===== src/rtl/u2u8_pkg.sv =====
// Shared types and constants of the UTF-16 to UTF-8 encoder.
`timescale 1ns / 1ps

package u2u8_pkg;

	localparam logic [15:0] SUR_MASK      = 16'hFC00;
	localparam logic [15:0] SUR_HIGH      = 16'hD800;
	localparam logic [15:0] ONE_BYTE_MASK = 16'hFF80;
	localparam logic [15:0] TWO_BYTE_MASK = 16'hF800;
	localparam logic [20:0] SUPP_OFFSET   = 21'h10000;

	// Length of a UTF-8 sequence, coded as the index of its last byte.
	typedef enum logic [1:0] {
		LEN_1 = 2'd0,
		LEN_2 = 2'd1,
		LEN_3 = 2'd2,
		LEN_4 = 2'd3
	} len_t;

	// One classified code point waiting to be serialised.
	typedef struct packed {
		logic [20:0] scalar;
		len_t        len;
	} entry_t;

	// Write side of the queue between front and back.
	typedef struct packed {
		logic   valid;
		entry_t entry;
	} push_t;

endpackage


===== src/rtl/u2u8_front.sv =====
// Front end: accepts code units, pairs surrogates and classifies sequence length.
`timescale 1ns / 1ps

module u2u8_front (
	input  logic               clk,
	input  logic               arst_n,
	input  logic               in_valid,
	output logic               in_ready,
	input  logic [15:0]        code_unit,
	input  logic               queue_full,
	output u2u8_pkg::push_t    push
);

	logic       pending_q;
	logic [9:0] high_bits_q;
	logic       accept;
	logic       is_high;

	assign in_ready = !queue_full;
	assign accept   = in_valid && in_ready;
	assign is_high  = (code_unit & u2u8_pkg::SUR_MASK) == u2u8_pkg::SUR_HIGH;

	always_comb begin
		push.valid        = accept;
		push.entry.scalar = {5'd0, code_unit};
		push.entry.len    = u2u8_pkg::LEN_3;
		if (pending_q) begin
			push.entry.scalar = {1'b0, high_bits_q, code_unit[9:0]} + u2u8_pkg::SUPP_OFFSET;
			push.entry.len    = u2u8_pkg::LEN_4;
		end else if ((code_unit & u2u8_pkg::ONE_BYTE_MASK) == 16'd0) begin
			push.entry.len = u2u8_pkg::LEN_1;
		end else if ((code_unit & u2u8_pkg::TWO_BYTE_MASK) == 16'd0) begin
			push.entry.len = u2u8_pkg::LEN_2;
		end else if (is_high) begin
			push.valid = 1'b0;
		end
	end

	always_ff @(posedge clk or negedge arst_n) begin
		if (!arst_n) begin
			pending_q   <= 1'b0;
			high_bits_q <= 10'd0;
		end else if (accept) begin
			if (pending_q) begin
				pending_q   <= 1'b0;
				high_bits_q <= 10'd0;
			end else if (is_high) begin
				pending_q   <= 1'b1;
				high_bits_q <= code_unit[9:0];
			end
		end
	end

endmodule


===== src/rtl/u2u8_queue.sv =====
// Small first-in first-out queue between the front and back ends.
`timescale 1ns / 1ps

module u2u8_queue #(
	parameter int WIDTH = 23,
	parameter int DEPTH = 2
) (
	input  logic             clk,
	input  logic             arst_n,
	input  logic             push,
	input  logic [WIDTH-1:0] push_data,
	input  logic             pop,
	output logic [WIDTH-1:0] head_data,
	output logic             empty,
	output logic             full
);

	localparam int PTR_W = (DEPTH > 1) ? $clog2(DEPTH) : 1;
	localparam int CNT_W = $clog2(DEPTH + 1);

	logic [WIDTH-1:0] mem_q [DEPTH];
	logic [PTR_W-1:0] wptr_q;
	logic [PTR_W-1:0] rptr_q;
	logic [CNT_W-1:0] count_q;
	logic             do_push;
	logic             do_pop;

	assign empty     = count_q == CNT_W'(0);
	assign full      = count_q == CNT_W'(DEPTH);
	assign do_push   = push && !full;
	assign do_pop    = pop && !empty;
	assign head_data = mem_q[rptr_q];

	always_ff @(posedge clk) begin
		if (do_push) begin
			mem_q[wptr_q] <= push_data;
		end
	end

	always_ff @(posedge clk or negedge arst_n) begin
		if (!arst_n) begin
			wptr_q  <= '0;
			rptr_q  <= '0;
			count_q <= '0;
		end else begin
			if (do_push) begin
				wptr_q <= (wptr_q == PTR_W'(DEPTH - 1)) ? '0 : wptr_q + PTR_W'(1);
			end
			if (do_pop) begin
				rptr_q <= (rptr_q == PTR_W'(DEPTH - 1)) ? '0 : rptr_q + PTR_W'(1);
			end
			if (do_push && !do_pop) begin
				count_q <= count_q + CNT_W'(1);
			end else if (do_pop && !do_push) begin
				count_q <= count_q - CNT_W'(1);
			end
		end
	end

endmodule


===== src/rtl/u2u8_back.sv =====
// Back end: serialises queued code points into UTF-8 bytes behind an output register.
`timescale 1ns / 1ps

module u2u8_back (
	input  logic               clk,
	input  logic               arst_n,
	input  u2u8_pkg::entry_t   head,
	input  logic               head_valid,
	output logic               pop,
	output logic               out_valid,
	input  logic               out_ready,
	output logic [7:0]         out_byte,
	output logic               out_last
);

	logic [1:0] idx_q;
	logic       valid_q;
	logic [7:0] byte_q;
	logic       last_q;
	logic       load;
	logic       is_last;
	logic [1:0] shift;
	logic [5:0] chunk;
	logic [7:0] next_byte;

	assign load    = head_valid && (!valid_q || out_ready);
	assign is_last = idx_q == head.len;
	assign pop     = load && is_last;
	assign shift   = head.len - idx_q;

	always_comb begin
		unique case (shift)
			2'd0: chunk = head.scalar[5:0];
			2'd1: chunk = head.scalar[11:6];
			2'd2: chunk = head.scalar[17:12];
			2'd3: chunk = {3'd0, head.scalar[20:18]};
			default: chunk = head.scalar[5:0];
		endcase
		if (idx_q != 2'd0) begin
			next_byte = {2'b10, chunk};
		end else begin
			unique case (head.len)
				u2u8_pkg::LEN_1: next_byte = head.scalar[7:0];
				u2u8_pkg::LEN_2: next_byte = {3'b110, chunk[4:0]};
				u2u8_pkg::LEN_3: next_byte = {4'b1110, chunk[3:0]};
				u2u8_pkg::LEN_4: next_byte = {5'b11110, chunk[2:0]};
				default: next_byte = head.scalar[7:0];
			endcase
		end
	end

	always_ff @(posedge clk or negedge arst_n) begin
		if (!arst_n) begin
			idx_q   <= 2'd0;
			valid_q <= 1'b0;
		end else begin
			if (load) begin
				idx_q   <= is_last ? 2'd0 : idx_q + 2'd1;
				valid_q <= 1'b1;
			end else if (out_ready) begin
				valid_q <= 1'b0;
			end
		end
	end

	always_ff @(posedge clk) begin
		if (load) begin
			byte_q <= next_byte;
			last_q <= is_last;
		end
	end

	assign out_valid = valid_q;
	assign out_byte  = byte_q;
	assign out_last  = last_q;

endmodule


===== src/rtl/utf16_to_utf8_encoder.sv =====
// Top level of the UTF-16 to UTF-8 encoder.
`timescale 1ns / 1ps

// Takes one UTF-16 code unit per input item and gives its UTF-8 bytes, one byte per output
// item, with tlast on the final byte of each code point. The output side runs at one byte per
// cycle while m_axis_tready is high and bytes are waiting; a code unit gives one to three bytes
// and a surrogate pair four, while a high surrogate on its own gives no byte. A queue of
// QUEUE_DEPTH classified code points lets input be taken while earlier bytes are still being
// sent. The unit after a high surrogate is always used as its low half.
module utf16_to_utf8_encoder #(
	parameter int QUEUE_DEPTH = 2
) (
	input  logic        clk,
	input  logic        arst_n,
	input  logic        s_axis_tvalid,
	output logic        s_axis_tready,
	input  logic [15:0] s_axis_tdata,   // [15:0] code_unit
	output logic        m_axis_tvalid,
	input  logic        m_axis_tready,
	output logic [7:0]  m_axis_tdata,   // [7:0] out_byte
	output logic        m_axis_tlast
);

	localparam int ENTRY_W = $bits(u2u8_pkg::entry_t);

	u2u8_pkg::push_t  push;
	u2u8_pkg::entry_t head;
	logic             queue_full;
	logic             queue_empty;
	logic             pop;

	u2u8_front u_front (
		.clk        (clk),
		.arst_n     (arst_n),
		.in_valid   (s_axis_tvalid),
		.in_ready   (s_axis_tready),
		.code_unit  (s_axis_tdata),
		.queue_full (queue_full),
		.push       (push)
	);

	u2u8_queue #(
		.WIDTH (ENTRY_W),
		.DEPTH (QUEUE_DEPTH)
	) u_queue (
		.clk       (clk),
		.arst_n    (arst_n),
		.push      (push.valid),
		.push_data (push.entry),
		.pop       (pop),
		.head_data (head),
		.empty     (queue_empty),
		.full      (queue_full)
	);

	u2u8_back u_back (
		.clk        (clk),
		.arst_n     (arst_n),
		.head       (head),
		.head_valid (!queue_empty),
		.pop        (pop),
		.out_valid  (m_axis_tvalid),
		.out_ready  (m_axis_tready),
		.out_byte   (m_axis_tdata),
		.out_last   (m_axis_tlast)
	);

endmodule

===== config.mk =====
export PLATFORM = sky130hd
export DESIGN_NAME = utf16_to_utf8_encoder
export DESIGN_NICKNAME = d
export VERILOG_FILES = /design/src/rtl/u2u8_pkg.sv /design/src/rtl/u2u8_front.sv /design/src/rtl/u2u8_queue.sv /design/src/rtl/u2u8_back.sv /design/src/rtl/utf16_to_utf8_encoder.sv
export SDC_FILE = /design/constraint.sdc
export NUM_CORES = 1
export LEC_CHECK = 0
export BUFFER_PORTS_ARGS = -buffer_cell sky130_fd_sc_hd__buf_4
export CAP_MARGIN = 20
export CORE_MARGIN = 2
export CORE_UTILIZATION = 50
export CTS_CLUSTER_SIZE = 10
export DETAILED_ROUTE_END_ITERATION = 7
export HOLD_SLACK_MARGIN = 0.05
export PLACE_DENSITY = 0.79
export SLEW_MARGIN = 25
export SYNTH_ARGS = -nofsm -noshare
export SYNTH_HDL_FRONTEND = slang
export SYNTH_SLANG_ARGS = --single-unit

===== constraint.sdc =====
create_clock -name clk -period 2.5 [get_ports clk]
set_input_delay 0.5 -clock clk [delete_from_list [all_inputs] [get_ports clk]]
set_output_delay 0.5 -clock clk [all_outputs]
set_load 0.01 [all_outputs]

==> results of run 1 <==
[power groups by stage]
stage / clock network (mW) / registers (mW) / logic (mW)
finish: 1.04 / 1.88 / 1.92
global route: 1.11 / 1.91 / 2.12
CTS: 1.06 / 1.88 / 1.93
detailed placement: 0 / 1.90 / 1.91
global placement: 0 / 1.90 / 1.87
floorplan: 0 / 1.93 / 1.43
[per-stage QoR]
step                setup slack, ps  std cells
global route                    154        354
CTS                             209        354
floorplan                       138        231
detailed placement              188        337
finish                          324        354
global placement                288        337
[path summary, 6_finish.rpt]
| path | startpoint | to | slack, ps | cells after the start |
|---|---|---|---|---|
| max in group asynchronous | arst_n | u_back.idx_q[1]$_DFFE_PN0P_ | 1730 | 2 |
| min in group asynchronous | arst_n | u_front.high_bits_q[9]$_DFFE_PN0P_ | 560 | 2 |
| setup reg to reg | u_queue.rptr_q$_DFFE_PN0P_ | u_queue.count_q[1]$_DFFE_PN0P_ | 320 | 7 |
| hold / removal | s_axis_tdata[0] | u_queue.mem_q[0][2]$_DFFE_PP_ | 350 | 1 |
| hold reg to reg | u_front.high_bits_q[3]$_DFFE_PN0P_ | u_front.high_bits_q[3]$_DFFE_PN0P_ | 510 | 1 |
| setup / recovery | u_queue.rptr_q$_DFFE_PN0P_ | u_queue.count_q[1]$_DFFE_PN0P_ | 320 | 7 |
[layout make-up]
type / count / area [um2]
Clock inverter: 6 / 88.8
Multi-Input combinational cell: 140 / 1160
Fill cell: 472 / 2470
Clock buffer: 10 / 138
Inverter: 7 / 26.3
Tap cell: 77 / 96.3
Sequential cell: 73 / 2100
Timing Repair Buffer: 41 / 310
[synthesized netlist by cell type (2+ instances only)]
cell	n
a21o_1	2
a22o_1	10
a311o_1	3
a311oi_1	2
a31oi_1	2
a32oi_1	2
and2_1	3
and4_1	2
buf_1	2
clkbuf_1	5
dfrtp_1	18
edfxtp_1	55
ha_1	4
inv_1	4
inv_2	3
mux2_1	7
mux2_2	5
mux2i_1	22
nand2_1	13
nand2b_1	5
nand3_1	3
nand4b_1	3
nor2_1	9
nor3_1	3
nor3b_1	14
or3_1	2
xnor2_1	6
xor2_1	3
[state kept, by name (all words and copies together), names as in the netlist]
name                 cells
u_queue.rptr_q           1
u_queue.mem_q           46
u_back.idx_q             2
u_front.high_bits_q     10
u_queue.wptr_q           1
u_back.out_byte          8
u_back.out_valid         1
u_back.out_last          1
u_queue.count_q          2
u_front.pending_q        1
[routing by layer]
| layer | track usage (%) | vias up | share of wire (%) |
|---|---|---|---|
| met2 | 28.1 | 72 | 47 |
| met1 | 24.3 | 961 | 45 |
| met3 | 5.97 | 9 | 7.4 |
| li1 | - | 959 | - |
| met4 | 7.79 | 0 | 1.1 |
| met5 | 0 | - | 0 |
[cells by family after synthesis]
group,Yosys count,synth area share (%)
and+or+nand+nor,62,10.7
adders and majority gates,4,1.50
xor gates and xnor gates,10,3.19
buffers and inverters,18,2.74
AOI/OAI and AO/OA,28,6.83
DFF,73,63.0
muxes,36,12.0
[what timing repair did]
action	CTS	global route
endpoints found under the hold margin	18	0
gates resized for setup	0	0
hold buffers	1	0
==> flow_summary.ini, run 1 <==
[outcome]
status = finished clean

[job]
cap_violations = 0

[min_path]
hp-class = input pin to register

[synth]
syn-cell-area_um2 = 3330
ys_warn_count = 0
ys_ff_latch = 73
synth_cell_type_count = 47
synth_edf_count = 55
yosysTopAreaCellShare_pct = 49.5
ys_async_sr_fraction_pct = 24.7
synth_ff_type = edfxtp_1
syn_area_per_cell_um2 = 14.4
synth_fp_nets = 255
netlist_top_cells_area = edfxtp_1 50%, dfrtp_1 14%, mux2i_1 6.6%
syn_inst = 231
synth_top_area_cell = edfxtp_1
ys_seq_area_share_pct = 63.0

[cts]
cts.path.max_buffers = 2
cts-root-buf = clkbuf_8
clkLatencyLatePin_ps = 340
path_clk_slew_ps = 80
cts_inserted_buffers = 9
clock-sinks = 73
post_cts_buffers = 0
htreeDepth = 3
cts_tree = built

[sta]
fmax_ghz = 0.460
period_needed_ps = 2180
post-route-period-util_pct = 87.0
slew_headroom_pct = 55.7
setup_viol = 0
finClkSkew_ps = 10.8
hold_ws_ps = 350
rsz0062_at_grt = false
tightest_slew_ps = 664
slew_viol_final = 0
tns_ps = 0
final_hold_viol_count = 0

[detailed_routing]
wl_mm = 6.14
wl_per_cell_um = 17.3
drc_errors = 0
num_vias = 2001
dr.pass1.iters = 5
detail-route-antenna-nets = 0
drtIter0Drc = 71
vias_per_cell = 5.65

[layout]
stdcell_area_um2 = 3920
nets = 296
synthToLayoutAreaGrowth_pct = 17.5
final_common_cell = edfxtp_1
layout_common_cells = 55 x edfxtp_1, 40 x buf_4, 22 x mux2i_1
post-route-util_pct = 61.3
n_antenna_cell = 0
drive_above_1_share_pct = 24.9

[setup_path]
crit_chain = buf_4 > mux2i_4 > xnor2_1 > nand3_1 > ha_1 > nor2_1 > xor2_1
critPathMaxStageDelay_ps = 410
crit_buf_inv = 1
worstSetupPathType = register to register
worstSetupEndpointType = register
worstPathArrival_ps = 2440
cp_data_required_time_ps = 2770
worst_path_dominant_cell_family = multiplexers
slowest_stage = mux2i_4
cp_max_fo = 21
crit_path_start_kind = register

[floorplan]
die_h_um = 85.7
initial_utilization_pct = 52.2
ioPinCount = 31
placementRows = 29
die_area_um2 = 7340
fp.coreArea_um2 = 6390
dieWidth_um = 85.7

[power]
power_frac_seq_pct = 38.9
power.switching_mw = 1.62
combPwrFrac_pct = 39.6
p_total_mw = 4.83
internal_power_mw = 3.22
ir_drop_mv = 0.588
leakage_nw = 1.50
p_clk_share_pct = 21.5
p_per_area_nw_per_um2 = 1230
power.share.switching_pct = 33.5

[grt]
grt.total_usage_pct = 18.3
antenna_found_initial = 0
grt_max_degree = 24
grt_pass1_vias = 2015
overflow = 0
grt_pass1_wl_mm = 10.1

[placement]
place.gp.congestion = 0.759
hpwl_mm = 4.32
port_buffers = 30
placed_area_um2 = 3680
No activity file was read; power rests on OpenSTA's default activity.
==> run 2, diff against run 1 <==
- CORE_UTILIZATION: 50 -> 25
- PLACE_DENSITY: 0.79 -> 0.49
==> run 2 against run 1 <==
  * Sequential share of layout area is 4.1 points lower
  * Register-to-register slack worse by 99 ps
  * Flip-flop and latch count stayed put
  * Hold slack better by 24 ps
  * Non-clock buffer count is 5 higher
  * Total power is 15% higher
  * Wire length is 17% higher
  * Via count is 0.70% higher
  * Clock skew is 2.1 ps lower
  * Critical path depth is 2 lower
  * Largest cell class unchanged
  * Highest routed layer unchanged
==> flow_summary.ini, run 2 (same netlist as run 1, synthesis figures left out) <==
[setup_path]
rrSetupSlack_ps = 230
crit_buf_inv = 1
worst_path_dominant_cell_family = simple AND/OR/NAND/NOR gates
cp_data_required_time_ps = 2530
crit_chain = nand2b_1 > nand2_1 > o21bai_1 > nor2_2 > buf_4
crit_path_start_kind = register
reg2reg_depth = 5
worstSetupPathDepth = 5
slowest_stage = nor2_2
worstSetupEndpointType = register
worstPathArrival_ps = 2310
critPathMaxStageDelay_ps = 760
r2r_end = u_queue.mem_q[0][9]$_DFFE_PP_
r2r-start = u_queue.count_q[1]$_DFFE_PN0P_
cp_max_fo = 18
worstSetupPathType = register to register

[grt]
met1_usage_pct = 14.9
grt.total_usage_pct = 10.8
overflow = 0
met2_usage_pct = 16.0
use_met3_pct = 3.99
antenna_found_initial = 0
top_usage_layer = met2
grt_pass1_wl_mm = 11.6
grt_pass1_vias = 2051
grt_max_degree = 19

[placement]
placed_area_um2 = 3830
port_buffers = 30
place.gp.congestion = 0.766
hpwl_mm = 5.29

[cts]
cts.path.max_buffers = 2
cts_tree = built
cts_inserted_buffers = 9
htreeDepth = 3
clock-sinks = 73
cts-root-buf = clkbuf_16
clkLatencyLatePin_ps = 330
path_clk_slew_ps = 60

[layout]
final_common_cell = edfxtp_1
synthToLayoutAreaGrowth_pct = 27.3
largest-register = u_queue.mem_q
largest_reg_flops = 46
n_antenna_cell = 0
layout_common_cells = 55 x edfxtp_1, 45 x buf_4, 22 x mux2i_1
nets = 302
drive_above_1_share_pct = 26.9
stdcell_area_um2 = 4240

[detailed_routing]
detail-route-antenna-nets = 0
vias_per_cell = 4.39
num_vias = 2015
dr.pass1.iters = 4
wl_mm = 7.21
drc_errors = 0
wl_per_cell_um = 15.7
drtIter0Drc = 50

[sta]
tns_ps = 0
final_hold_viol_count = 0
slew_viol_final = 0
slew_headroom_pct = 36.2
fmax_ghz = 0.440
post-route-period-util_pct = 91.0
rsz0062_at_grt = false
tightest_slew_ps = 956
setup_viol = 0
period_needed_ps = 2270
finClkSkew_ps = 8.69

[floorplan]
initial_utilization_pct = 25.4
dieWidth_um = 119
fp.coreArea_um2 = 13100
die_h_um = 119
placementRows = 42
ioPinCount = 31
die_area_um2 = 14300

[min_path]
min-delay-start = s_axis_tdata[4]
hp-class = input pin to register
min_to = u_queue.mem_q[0][6]$_DFFE_PP_
hold_depth = 1

[job]
cap_violations = 0

[power]
p_per_area_nw_per_um2 = 1310
leakage_nw = 1.61
ir_drop_mv = 0.436

[outcome]
status = finished clean
-- run 2: worst max path at each step --
stage / startpoint / endpoint / slack (ps)
finish: u_queue.count_q[1]$_DFFE_PN0P_ / u_queue.mem_q[0][9]$_DFFE_PP_ / 230
global route: u_queue.count_q[1]$_DFFE_PN0P_ / u_queue.mem_q[1][9]$_DFFE_PP_ / 70
CTS: u_queue.rptr_q$_DFFE_PN0P_ / u_back.out_byte[4]$_DFFE_PP_ / 160
detailed placement: s_axis_tdata[12] / u_queue.mem_q[0][10]$_DFFE_PP_ / 150
global placement: u_queue.rptr_q$_DFFE_PN0P_ / u_back.out_byte[4]$_DFFE_PP_ / 180
floorplan: u_queue.rptr_q$_DFFE_PN0P_ / u_back.out_byte[0]$_DFFE_PP_ / 140
-- run 2: where the power goes --
group | total, mW | switching (mW) | internal [mW]
Combinational | 2.06 | 1.11 | 0.955
Clock | 1.61 | 0.478 | 1.13
Sequential | 1.88 | 0.142 | 1.74
-- run 2: what timing repair did --
action / 4_1_cts / 5_1_grt
hold endpoints to repair: 18 / 0
endpoints found under the setup margin: 0 / 1
buffers inserted: 0 / 0
hold buffers: 1 / 0
gates resized for setup: 0 / 1
-- run 2: layer usage --
metal  wire length, um  share of wire (%)  vias up
met5                 0                  0        -
met3               316                4.4        6
li1                  -                  -      980
met1              3610                 50      990
met2              3220                 45       39
met4                61               0.85        0
-- run 2: through the flow --
| stage | hold slack, ps | std cells | power, mW | util [%] | worst slack, ps |
|---|---|---|---|---|---|
| 2_1_floorplan | 204 | 231 | 3.36 | - | 138 |
| 3_3_place_gp | 394 | 441 | 3.91 | 29.2 | 177 |
| 3_5_place_dp | 397 | 441 | 3.93 | 29.2 | 149 |
| 4_1_cts | 363 | 458 | 5.56 | 32.1 | 159 |
| 5_1_grt | 360 | 459 | 5.90 | 32.3 | 69.6 |
| 6_report | 374 | 459 | 5.55 | 32.3 | 225 |
-- run 2: final cells by class --
type | instances | area, um2
Fill cell | 1341 | 8890
Sequential cell | 73 | 2100
Multi-Input combinational cell | 141 | 1170
Timing Repair Buffer | 46 | 348
Clock buffer | 11 | 253
Tap cell | 176 | 220
Clock inverter | 5 | 125
Inverter | 7 | 26.3
-- run 2: worst register-to-register path: stages, from the launching register on --
cell      delay, ps
dfrtp_1         420
nand2b_1        110
nand2_1         140
o21bai_1        260
nor2_2          760
buf_4           300
